===== src/sv/mppo_pkg.sv =====
`timescale 1ns / 1ps
// mppo_pkg: shared types, register indexes, mode codes and defaults for the
// perturb-and-observe tracker. No dependencies.
package mppo_pkg;

	localparam int unsigned VOLT_W       = 16;
	localparam int unsigned DUTY_W       = 8;
	localparam int unsigned MODE_W       = 2;
	localparam int unsigned POWER_W      = 2 * VOLT_W;
	localparam int unsigned CFG_INDEX_W  = 3;
	localparam int unsigned CFG_DATA_W   = 16;
	localparam int unsigned QUEUE_DEPTH_DEFAULT = 2;

	localparam logic [DUTY_W-1:0] DUTY_AT_RESET = DUTY_W'(120);

	// register indexes
	localparam logic [CFG_INDEX_W-1:0] REG_MAX_OUT_VOLTAGE   = 3'd0;
	localparam logic [CFG_INDEX_W-1:0] REG_MIN_IN_VOLTAGE    = 3'd1;
	localparam logic [CFG_INDEX_W-1:0] REG_LOW_CURRENT_LIMIT = 3'd2;
	localparam logic [CFG_INDEX_W-1:0] REG_DUTY_MIN          = 3'd3;
	localparam logic [CFG_INDEX_W-1:0] REG_DUTY_MAX          = 3'd4;
	localparam logic [CFG_INDEX_W-1:0] REG_DUTY_INCREMENT    = 3'd5;

	// result modes
	localparam logic [MODE_W-1:0] MODE_SHUTDOWN = 2'd0;
	localparam logic [MODE_W-1:0] MODE_RAMP     = 2'd1;
	localparam logic [MODE_W-1:0] MODE_TRACK    = 2'd2;

	typedef struct packed {
		logic [VOLT_W-1:0] in_voltage;
		logic [VOLT_W-1:0] in_current;
		logic [VOLT_W-1:0] out_voltage;
	} in_word_t;

	typedef struct packed {
		logic [DUTY_W-1:0] duty_out;
		logic [MODE_W-1:0] mode;
	} out_word_t;

	typedef struct packed {
		logic [VOLT_W-1:0] max_out_voltage;
		logic [VOLT_W-1:0] min_in_voltage;
		logic [VOLT_W-1:0] low_current_limit;
		logic [DUTY_W-1:0] duty_min;
		logic [DUTY_W-1:0] duty_max;
		logic [DUTY_W-1:0] duty_increment;
	} cfg_t;

	// classified word handed from front to back
	typedef struct packed {
		logic [MODE_W-1:0]  mode;
		logic [POWER_W-1:0] power;
	} job_t;

endpackage


===== src/sv/mppo_front.sv =====
`timescale 1ns / 1ps
// mppo_front: accepts sample words, classifies them and forms the input power.
// Depends on mppo_pkg.
module mppo_front (
	input  logic              clk,
	input  logic              arst_n,
	input  mppo_pkg::cfg_t    cfg,
	input  logic              push,
	output logic              full,
	input  mppo_pkg::in_word_t sample,
	output logic              job_valid,
	input  logic              job_full,
	output mppo_pkg::job_t    job
);
	import mppo_pkg::*;

	logic   valid_s1;
	job_t   job_s1;
	logic   load;
	logic   shutdown;
	logic   low_current;
	job_t   job_next;

	// stage frees when empty or when the queue takes its word
	assign load = !valid_s1 || !job_full;
	assign full = !load;

	always_comb begin
		shutdown = (sample.out_voltage >= cfg.max_out_voltage)
			|| (sample.out_voltage > sample.in_voltage)
			|| (sample.in_voltage < cfg.min_in_voltage);
		low_current = sample.in_current < cfg.low_current_limit;
		job_next.power = POWER_W'(sample.in_voltage) * POWER_W'(sample.in_current);
		if (shutdown) begin
			job_next.mode = MODE_SHUTDOWN;
		end else if (low_current) begin
			job_next.mode = MODE_RAMP;
		end else begin
			job_next.mode = MODE_TRACK;
		end
	end

	always_ff @(posedge clk or negedge arst_n) begin
		if (!arst_n) begin
			valid_s1 <= 1'b0;
		end else if (load) begin
			valid_s1 <= push;
		end
	end

	always_ff @(posedge clk) begin
		if (load && push) begin
			job_s1 <= job_next;
		end
	end

	assign job_valid = valid_s1;
	assign job       = job_s1;

endmodule


===== src/sv/mppo_queue.sv =====
`timescale 1ns / 1ps
// mppo_queue: small register FIFO between front and back.
// No dependencies.
module mppo_queue #(
	parameter int unsigned DATA_W = 34,
	parameter int unsigned DEPTH  = 2
) (
	input  logic              clk,
	input  logic              arst_n,
	input  logic              wr_en,
	input  logic [DATA_W-1:0] wr_data,
	output logic              full,
	input  logic              rd_en,
	output logic [DATA_W-1:0] rd_data,
	output logic              empty
);
	localparam int unsigned PTR_W = (DEPTH > 1) ? $clog2(DEPTH) : 1;
	localparam int unsigned CNT_W = $clog2(DEPTH + 1);

	logic [DATA_W-1:0] mem_q [DEPTH];
	logic [PTR_W-1:0]  wr_ptr_q;
	logic [PTR_W-1:0]  rd_ptr_q;
	logic [CNT_W-1:0]  count_q;
	logic              do_wr;
	logic              do_rd;

	assign full  = count_q == CNT_W'(DEPTH);
	assign empty = count_q == '0;
	assign do_wr = wr_en && !full;
	assign do_rd = rd_en && !empty;
	assign rd_data = mem_q[rd_ptr_q];

	function automatic logic [PTR_W-1:0] bump(input logic [PTR_W-1:0] p);
		return (p == PTR_W'(DEPTH - 1)) ? '0 : p + 1'b1;
	endfunction

	always_ff @(posedge clk or negedge arst_n) begin
		if (!arst_n) begin
			wr_ptr_q <= '0;
			rd_ptr_q <= '0;
			count_q  <= '0;
		end else begin
			if (do_wr) begin
				wr_ptr_q <= bump(wr_ptr_q);
			end
			if (do_rd) begin
				rd_ptr_q <= bump(rd_ptr_q);
			end
			if (do_wr && !do_rd) begin
				count_q <= count_q + 1'b1;
			end else if (do_rd && !do_wr) begin
				count_q <= count_q - 1'b1;
			end
		end
	end

	always_ff @(posedge clk) begin
		if (do_wr) begin
			mem_q[wr_ptr_q] <= wr_data;
		end
	end

endmodule


===== src/sv/mppo_back.sv =====
`timescale 1ns / 1ps
// mppo_back: holds duty, direction and last power; steps the duty per job and
// keeps the result word register. Depends on mppo_pkg.
module mppo_back (
	input  logic                clk,
	input  logic                arst_n,
	input  mppo_pkg::cfg_t      cfg,
	input  logic                job_empty,
	input  mppo_pkg::job_t      job,
	output logic                job_take,
	output logic                empty,
	input  logic                pop,
	output mppo_pkg::out_word_t result
);
	import mppo_pkg::*;

	localparam int unsigned SUM_W = DUTY_W + 1;
	localparam int unsigned SD_W  = DUTY_W + 2;

	logic [POWER_W-1:0] last_power_q;
	logic [DUTY_W-1:0]  duty_now_q;
	logic               going_down_q;
	logic               out_valid_q;
	out_word_t          out_q;

	logic               rise;
	logic               dir_next;
	logic [DUTY_W-1:0]  ramp_base;
	logic [SUM_W-1:0]   ramp_sum;
	logic [DUTY_W-1:0]  ramp_duty;
	logic signed [SD_W-1:0] trk_step;
	logic signed [SD_W-1:0] trk_max;
	logic signed [SD_W-1:0] trk_min;
	logic [DUTY_W-1:0]  trk_duty;
	logic [DUTY_W-1:0]  duty_next;

	assign job_take = !job_empty && (!out_valid_q || pop);
	assign empty    = !out_valid_q;
	assign result   = out_q;

	always_comb begin
		// ramp: raise to min, add, cap at max
		ramp_base = (duty_now_q < cfg.duty_min) ? cfg.duty_min : duty_now_q;
		ramp_sum  = {1'b0, ramp_base} + {1'b0, cfg.duty_increment};
		ramp_duty = (ramp_sum > {1'b0, cfg.duty_max}) ? cfg.duty_max
			: ramp_sum[DUTY_W-1:0];

		// tracking: equal power counts as no rise
		rise     = job.power > last_power_q;
		dir_next = rise ? going_down_q : !going_down_q;
		trk_max  = $signed({2'b00, cfg.duty_max});
		trk_min  = $signed({2'b00, cfg.duty_min});
		if (dir_next) begin
			trk_step = $signed({2'b00, duty_now_q}) - $signed({2'b00, cfg.duty_increment});
		end else begin
			trk_step = $signed({2'b00, duty_now_q}) + $signed({2'b00, cfg.duty_increment});
		end
		if (trk_step > trk_max) begin
			trk_step = trk_max;
		end
		// min wins over max; min is never negative so this also floors at zero
		if (trk_step < trk_min) begin
			trk_step = trk_min;
		end
		trk_duty = trk_step[DUTY_W-1:0];

		case (job.mode)
			MODE_SHUTDOWN: duty_next = '0;
			MODE_RAMP:     duty_next = ramp_duty;
			MODE_TRACK:    duty_next = trk_duty;
			default:       duty_next = '0;
		endcase
	end

	always_ff @(posedge clk or negedge arst_n) begin
		if (!arst_n) begin
			last_power_q <= '0;
			duty_now_q   <= DUTY_AT_RESET;
			going_down_q <= 1'b0;
			out_valid_q  <= 1'b0;
		end else begin
			if (job_take) begin
				duty_now_q <= duty_next;
				if (job.mode == MODE_TRACK) begin
					going_down_q <= dir_next;
					last_power_q <= job.power;
				end
				out_valid_q <= 1'b1;
			end else if (pop) begin
				out_valid_q <= 1'b0;
			end
		end
	end

	always_ff @(posedge clk) begin
		if (job_take) begin
			out_q.duty_out <= duty_next;
			out_q.mode     <= job.mode;
		end
	end

endmodule


===== src/sv/mppt_perturb_observe_unit.sv =====
`timescale 1ns / 1ps
// mppt_perturb_observe_unit: top level of the perturb-and-observe tracker.
// Depends on mppo_pkg, mppo_front, mppo_queue, mppo_back.
//
// One sample word (input voltage, input current, output voltage) goes in per
// push, one result word (duty byte and mode) comes out per sample, in order.
// The unit takes a new word every cycle while full is low; a word's result is
// visible once it has passed the front register, one queue entry and the result
// register, and later while the result side stalls.
// The front stage decides shutdown / low-current ramp /
// tracking from the sample and the limit registers and forms the 16x16 input
// power product; a QUEUE_DEPTH-deep FIFO separates it from the back stage,
// which owns duty, direction and last power and produces the result word.
// The one-cycle rate is set by the back stage's duty update, which reads the
// duty written by the word before it. Configuration writes take effect at the
// next edge and should land only while no word is in flight. Writes to an
// index beyond the register list are dropped.
module mppt_perturb_observe_unit #(
	parameter int unsigned QUEUE_DEPTH = mppo_pkg::QUEUE_DEPTH_DEFAULT
) (
	input  logic                               clk,
	input  logic                               arst_n,
	// configuration write port
	input  logic                               cfg_we,
	input  logic [mppo_pkg::CFG_INDEX_W-1:0]   cfg_index,
	input  logic [mppo_pkg::CFG_DATA_W-1:0]    cfg_data,
	// sample words
	input  logic                               push,
	output logic                               full,
	input  mppo_pkg::in_word_t                 sample,
	// result words
	output logic                               empty,
	input  logic                               pop,
	output mppo_pkg::out_word_t                result
);
	import mppo_pkg::*;

	localparam int unsigned JOB_W = $bits(job_t);

	cfg_t  cfg_q;
	logic  job_valid;
	logic  job_full;
	job_t  job_front;
	logic  job_empty;
	logic  job_take;
	logic [JOB_W-1:0] job_rd;
	job_t  job_back;

	// limit registers; narrow registers take the low data bits
	always_ff @(posedge clk or negedge arst_n) begin
		if (!arst_n) begin
			cfg_q.max_out_voltage   <= '1;
			cfg_q.min_in_voltage    <= '0;
			cfg_q.low_current_limit <= '0;
			cfg_q.duty_min          <= '0;
			cfg_q.duty_max          <= '1;
			cfg_q.duty_increment    <= DUTY_W'(1);
		end else if (cfg_we) begin
			case (cfg_index)
				REG_MAX_OUT_VOLTAGE:   cfg_q.max_out_voltage   <= cfg_data[VOLT_W-1:0];
				REG_MIN_IN_VOLTAGE:    cfg_q.min_in_voltage    <= cfg_data[VOLT_W-1:0];
				REG_LOW_CURRENT_LIMIT: cfg_q.low_current_limit <= cfg_data[VOLT_W-1:0];
				REG_DUTY_MIN:          cfg_q.duty_min          <= cfg_data[DUTY_W-1:0];
				REG_DUTY_MAX:          cfg_q.duty_max          <= cfg_data[DUTY_W-1:0];
				REG_DUTY_INCREMENT:    cfg_q.duty_increment    <= cfg_data[DUTY_W-1:0];
				default: ;
			endcase
		end
	end

	// front: classify and multiply
	mppo_front u_front (
		.clk       (clk),
		.arst_n    (arst_n),
		.cfg       (cfg_q),
		.push      (push),
		.full      (full),
		.sample    (sample),
		.job_valid (job_valid),
		.job_full  (job_full),
		.job       (job_front)
	);

	// decoupling queue of classified words
	mppo_queue #(
		.DATA_W (JOB_W),
		.DEPTH  (QUEUE_DEPTH)
	) u_queue (
		.clk     (clk),
		.arst_n  (arst_n),
		.wr_en   (job_valid),
		.wr_data (job_front),
		.full    (job_full),
		.rd_en   (job_take),
		.rd_data (job_rd),
		.empty   (job_empty)
	);

	assign job_back = job_t'(job_rd);

	// back: duty state and result register
	mppo_back u_back (
		.clk       (clk),
		.arst_n    (arst_n),
		.cfg       (cfg_q),
		.job_empty (job_empty),
		.job       (job_back),
		.job_take  (job_take),
		.empty     (empty),
		.pop       (pop),
		.result    (result)
	);

endmodule

===== config.mk =====
export PLATFORM = sky130hd
export DESIGN_NAME = mppt_perturb_observe_unit
export DESIGN_NICKNAME = d
export VERILOG_FILES = /design/src/sv/mppo_pkg.sv /design/src/sv/mppo_front.sv /design/src/sv/mppo_queue.sv /design/src/sv/mppo_back.sv /design/src/sv/mppt_perturb_observe_unit.sv
export SDC_FILE = /design/constraint.sdc
export NUM_CORES = 1
export LEC_CHECK = 0
export ABC_AREA = 1
export BUFFER_PORTS_ARGS = -buffer_cell sky130_fd_sc_hd__buf_2
export CAP_MARGIN = 40
export CORE_ASPECT_RATIO = 0.5
export CORE_MARGIN = 4
export CORE_UTILIZATION = 35
export DETAILED_ROUTE_END_ITERATION = 10
export GPL_TIMING_DRIVEN = 0
export SKIP_CTS_REPAIR_TIMING = 1
export SYNTH_ARGS = -nofsm -noshare
export SYNTH_HDL_FRONTEND = slang
export SYNTH_SLANG_ARGS = --single-unit

===== constraint.sdc =====
create_clock -name clk -period 7.07 [get_ports clk]
set_input_delay 0 -clock clk [delete_from_list [all_inputs] [get_ports clk]]
set_output_delay 0 -clock clk [all_outputs]
set_load 0.02 [all_outputs]

Word level (Yosys, flattened, before mapping):

Memories as Yosys holds them, arrays and structs flattened.
Index checks and enable logic that the tools add are counted.

* logic and storage cells: 89
* register bits: 163
* memories: 1
* bits in writable memories: 68

* reduce and logical (&&, ||, !) cells: 29
* order comparisons: 9
* equal/unequal tests: 8
* muxes and demuxes: 16
* add/subtract/negate cells: 7
* multipliers: 1

Memory list
* u_queue.mem_q: words 2, width 34, read ports 1, clocked after memory_dff 0, write ports 1, RTL line mppo_queue.sv:20 `logic [DATA_W-1:0] mem_q [DEPTH];`

Operators by type and width (number)
* 32-bit > comparator: 1
* 16-bit less-than comparator: 2
* 16-bit by 16-bit multiplier with 32-bit output: 1
* 8-bit 2-to-1 mux: 3
* 10-bit 2-to-1 mux: 2
* 8-bit by 8-bit adder with 9-bit output: 2
* 16-bit >= comparator: 1
* 16-bit > comparator: 1
* 8-bit one-hot mux with 2 select lines: 1
* 2-bit AND reduction: 7
* 10-bit by 9-bit > comparator with 1-bit output: 1
* 10-bit by 9-bit less-than comparator with 1-bit output: 1
* 9-bit by 8-bit > comparator with 1-bit output: 1
* 8-bit by 8-bit subtractor with 9-bit output: 1
* 1-bit logical NOT: 8
* 8-bit less-than comparator: 1
* 1-bit 2-to-1 mux: 7
* 3-bit by 2-bit equality test with 1-bit output (second input constant): 2
* 3-bit equality test (second input constant): 2
* 1-bit logical AND: 6
* 2-bit 2-to-1 mux: 3
* 2-bit equality test (second input constant): 2
* 1-bit logical OR: 4
* 2-bit nonzero test: 2
* 7 further kinds: 8

Longest topological paths before layout:

An unclocked memory read counts as a cell.

* word-level depth: 9
* gate-level depth with buffers: 46
* gate-level depth less buffers: 43

Cells and area by module:

From an unflattened synthesis, not the netlist that was laid out.

* cells, all modules: 2772
* area total of the unflattened synthesis: 22434.0 µm²

Modules (own cells, without submodules)
* mppo_front: seq. area each 1046.0 µm², cells an instance 1569, area an instance 11792.6 µm², instances 1
* mppo_back: seq. area each 1356.3 µm², cells an instance 672, area an instance 5038.6 µm², instances 1
* mppt_perturb_observe_unit: seq. area each 1833.0 µm², cells an instance 322, area an instance 2891.5 µm², instances 1
* mppo_queue: seq. area each 2142.1 µm², cells an instance 209, area an instance 2711.4 µm², instances 1

Worst setup path before layout:

No wires, ideal clock.

* path kind: input -> register
* start point: in sample[37] (netlist bit)
* end point: reg u_front.job_s1, in the netlist u_front.job[29], data pin
* setup time: 0.262 ns
* arrival: 5.605 ns
* required time: 6.808 ns
* path slack: 1.203 ns
* stages: 25
* path through: clkbuf_1 > clkbuf_1 > nand2_1 > fa_1 > inv_1 > fa_1 > inv_1 > fa_1 > inv_1 > fa_1 > inv_1 > fa_1 > inv_1 > fa_1 > ha_1 > a21oi_1 > o21ai_0 > o21bai_2 > a21oi_1 > inv_1 > a21oi_1 > o21ai_1 > a31oi_1 > o21ai_1 > xor2_1

RTL lines
* from (decl): RTL line mppt_perturb_observe_unit.sv:30 `input mppo_pkg::in_word_t sample,`
* to (signal assigned): RTL line mppo_front.sv:53 `job_s1 <= job_next;`
* to (decl): RTL line mppo_front.sv:18 `job_t job_s1;`

==> flow_summary.toml <==
[clocking]
clock-root-buffer = "clkbuf_16"
cts_buffers = 26
clk_transition_reported_paths_ns = 0.06
clock-sinks = 231
cts_htree_levels = 1
cts_buffer_depth = 3
cts_tree = "done"
clock_latency_ns = 0.55

[timing]
fmax_mhz = 153
drv_slew = 0
period_share_pct = 92.5
worst_pin_slew_ns = 0.762
hold_viol_final = 15
whs_ns = -0.0345
skew_ns = 0.0266
setup_viol = 0
period_needed_ns = 6.54
slew_headroom_pct = 49.2

[place]
place_inst = 3305
io_buffers = 82
gp_congestion = 0.911
dp_hpwl_um = 42200

[synth]
synth_area_leader_cell = "fa_1"
synth_fp_nets = 2931
avgSynthCellArea_um2 = 8.81
ys_seq_area_share_pct = 30.1
ys.flop_type = "edfxtp_1"
synthArstFlopShare_pct = 51.5
yosysTopAreaCellShare_pct = 18.6
yosys_warnings = 0
ys_seq_elements = 231
synthMostInstantiatedCell = "nand2_1"
syn_inst = 2407
ys_top_cells_by_area = "fa_1 (19%), edfxtp_1 (16%), ha_1 (15%), dfrtp_1 (11%), nand2_1 (9.8%)"
synth_edf_count = 112
synth_commonest_cells = "nand2_1 (552), inv_1 (541), ha_1 (255)"
yosysUniqueCellTypes = 50
syn_area_um2 = 21200

[global_route]
gr-usage-met2_pct = 26.6
first_global_vias = 15900
grt_pass1_wl_um = 85000
grtUsageTotal_pct = 16.3
gr-total-overflow = 0
gr-max-usage-layer = "met2"
use_met3_pct = 2.03
antenna_found_initial = 0
grt_max_degree = 65
use_met1_pct = 23.5

[setup_path]
crit_fanout = 10
critPathArrivalTime_ns = 6.83
critPathSlowestCell = "clkbuf_1"
critPathMaxStageDelay_ns = 0.64
critPathKind = "in -> reg"
start_kind = "input pin"
cpMostUsedCell = "fa_1"
end_kind = "register"
required_ns = 7.36

[pwr]
leakagePower_nw = 12.3
ir_worst_vdd_mv = 0.495
power.density_nw_per_um2 = 492

[floorplan]
initial_core_util_pct = 35.6
io_pins = 84
rows = 63
dieArea_um2 = 64800
core_area_um2 = 59600
die_w_um = 356
die_y_um = 182

[layout]
n_antenna_cell = 0
fin_cells = 3377
postLayoutCoreUtil_pct = 40.1
area_growth_syn_to_layout_pct = 12.8
drive_gt1_share_pct = 8.50
fin_nets = 3069

[detailed_routing]
drc_errors = 0
wl_per_cell_um = 15.6
antenna_left = 0
via_per_inst = 4.78
drt-total-wl_um = 52700
drtIter0Drc = 1107
vias = 16200
firstDrtPassIters = 7

[run_status]
outcome = "complete, but fails checks"
violations = "hold timing"

[run]
max_cap_viol_count = 0

[hold_path]
hold_class = "in -> reg"
[sequential cells by signal, indices dropped and copies added, names as in the netlist, 2 cells and up]
signal / cells
u_back.duty_now_q: 8
cfg_q: 72
u_front.job: 34
u_back.result: 10
u_queue.count_q: 2
u_back.last_power_q: 32
u_queue.mem_q: 68
[logic make-up after synthesis]
family | after synthesis | synth area share [%]
DFF | 231 | 30.1
muxes | 32 | 1.69
buffers and inverters | 637 | 11.3
and+or+nand+nor | 682 | 12.8
xor gates and xnor gates | 43 | 1.78
adders and majority gates | 452 | 33.6
AOI/OAI and AO/OA | 330 | 8.70
[critical path, delay by kind of cell]
kind                     cells  cell delay [ns]
AO/OA/AOI/OAI                9             1.66
XOR/XNOR                     1             0.09
adder cells (fa/ha/maj)      7             3.42
buffers and inverters        8             1.48
AND/OR/NAND/NOR              1             0.17
[per-stage QoR]
stage          setup TNS [ns]  setup WS (ns)  total power [W]  area (um^2)  hold slack [ns]
6_report                    0          0.531           0.0118        23900          -0.0345
5_1_grt              -0.00867       -0.00505           0.0131        23900          0.00110
4_1_cts                 -3.40         -0.316           0.0118        23700           -0.543
3_5_place_dp            -2.27         -0.235           0.0103        22800           0.0516
3_3_place_gp            -2.36         -0.288           0.0101        22600            0.202
2_1_floorplan               0           1.20          0.00835        21200           -0.296
[path summary, 6_finish.rpt]
kind	to	slack, ns	cells after the start	from
min	cfg_q[71]$_DFFE_PN1P_	-0.03	5	cfg_index[0]
max in group asynchronous	u_back.duty_now_q[6]$_DFFE_PN1P_	6.24	3	arst_n
min reg2reg	u_queue.mem_q[0][31]$_DFFE_PP_	0.44	0	u_front.job[31]$_DFFE_PP_
max reg2reg	u_back.result[6]$_DFFE_PP_	0.53	35	u_queue.rd_ptr_q$_DFFE_PN0P_
min in group asynchronous	u_back.last_power_q[18]$_DFFE_PN0P_	0.03	2	arst_n
max	u_front.job[28]$_DFFE_PP_	0.53	26	sample[40]
[cells in the final DEF, fill, tap and decap left out, drive strengths merged, types with 2 or more instances in the layout]
cell type | netlist | layout
a211oi | 2 | 2
a21boi | 7 | 7
a21o | 7 | 7
a21oi | 104 | 104
a221oi | 3 | 3
a31oi | 4 | 4
buf | 6 | 96
bufinv | 0 | 2
clkbuf | 88 | 122
clkinv | 2 | 8
clkinvlp | 0 | 2
dfrtp | 90 | 90
dfstp | 29 | 29
dlygate4sd3 | 0 | 21
edfxtp | 112 | 112
fa | 197 | 197
ha | 255 | 255
inv | 541 | 544
mux2 | 31 | 31
nand2 | 559 | 559
nand3 | 55 | 55
nand3b | 2 | 2
nand4 | 10 | 10
nor2 | 45 | 45
nor3 | 8 | 8
nor3b | 2 | 2
o2111ai | 2 | 2
o211ai | 15 | 15
o21a | 7 | 7
o21ai | 163 | 163
o21bai | 9 | 9
o221ai | 4 | 4
xnor2 | 15 | 15
xor2 | 28 | 28
[metal layers]
metal  wire length, um  share of wire, %
met1             24400                46
met2             24600                47
met3              2810               5.3
met4               910               1.7
met5                 0                 0
[area by class of cell]
| type | instances | area (um^2) |
|---|---|---|
| inverters | 543 | 2040 |
| multi-input cells | 1539 | 12500 |
| well taps | 812 | 1020 |
| flip-flops and latches | 231 | 6380 |
| fillers | 5968 | 35700 |
| plain buffers | 93 | 365 |
| clock buffers | 35 | 768 |
| repair buffers | 111 | 752 |
| clock inverters | 13 | 140 |
[where the power goes]
| part | internal (W) | switching [W] |
|---|---|---|
| Clock | 0.000844 | 0.000578 |
| Combinational | 0.00301 | 0.00484 |
| Sequential | 0.00229 | 0.000201 |
Power figures use the tool's default switching activity.
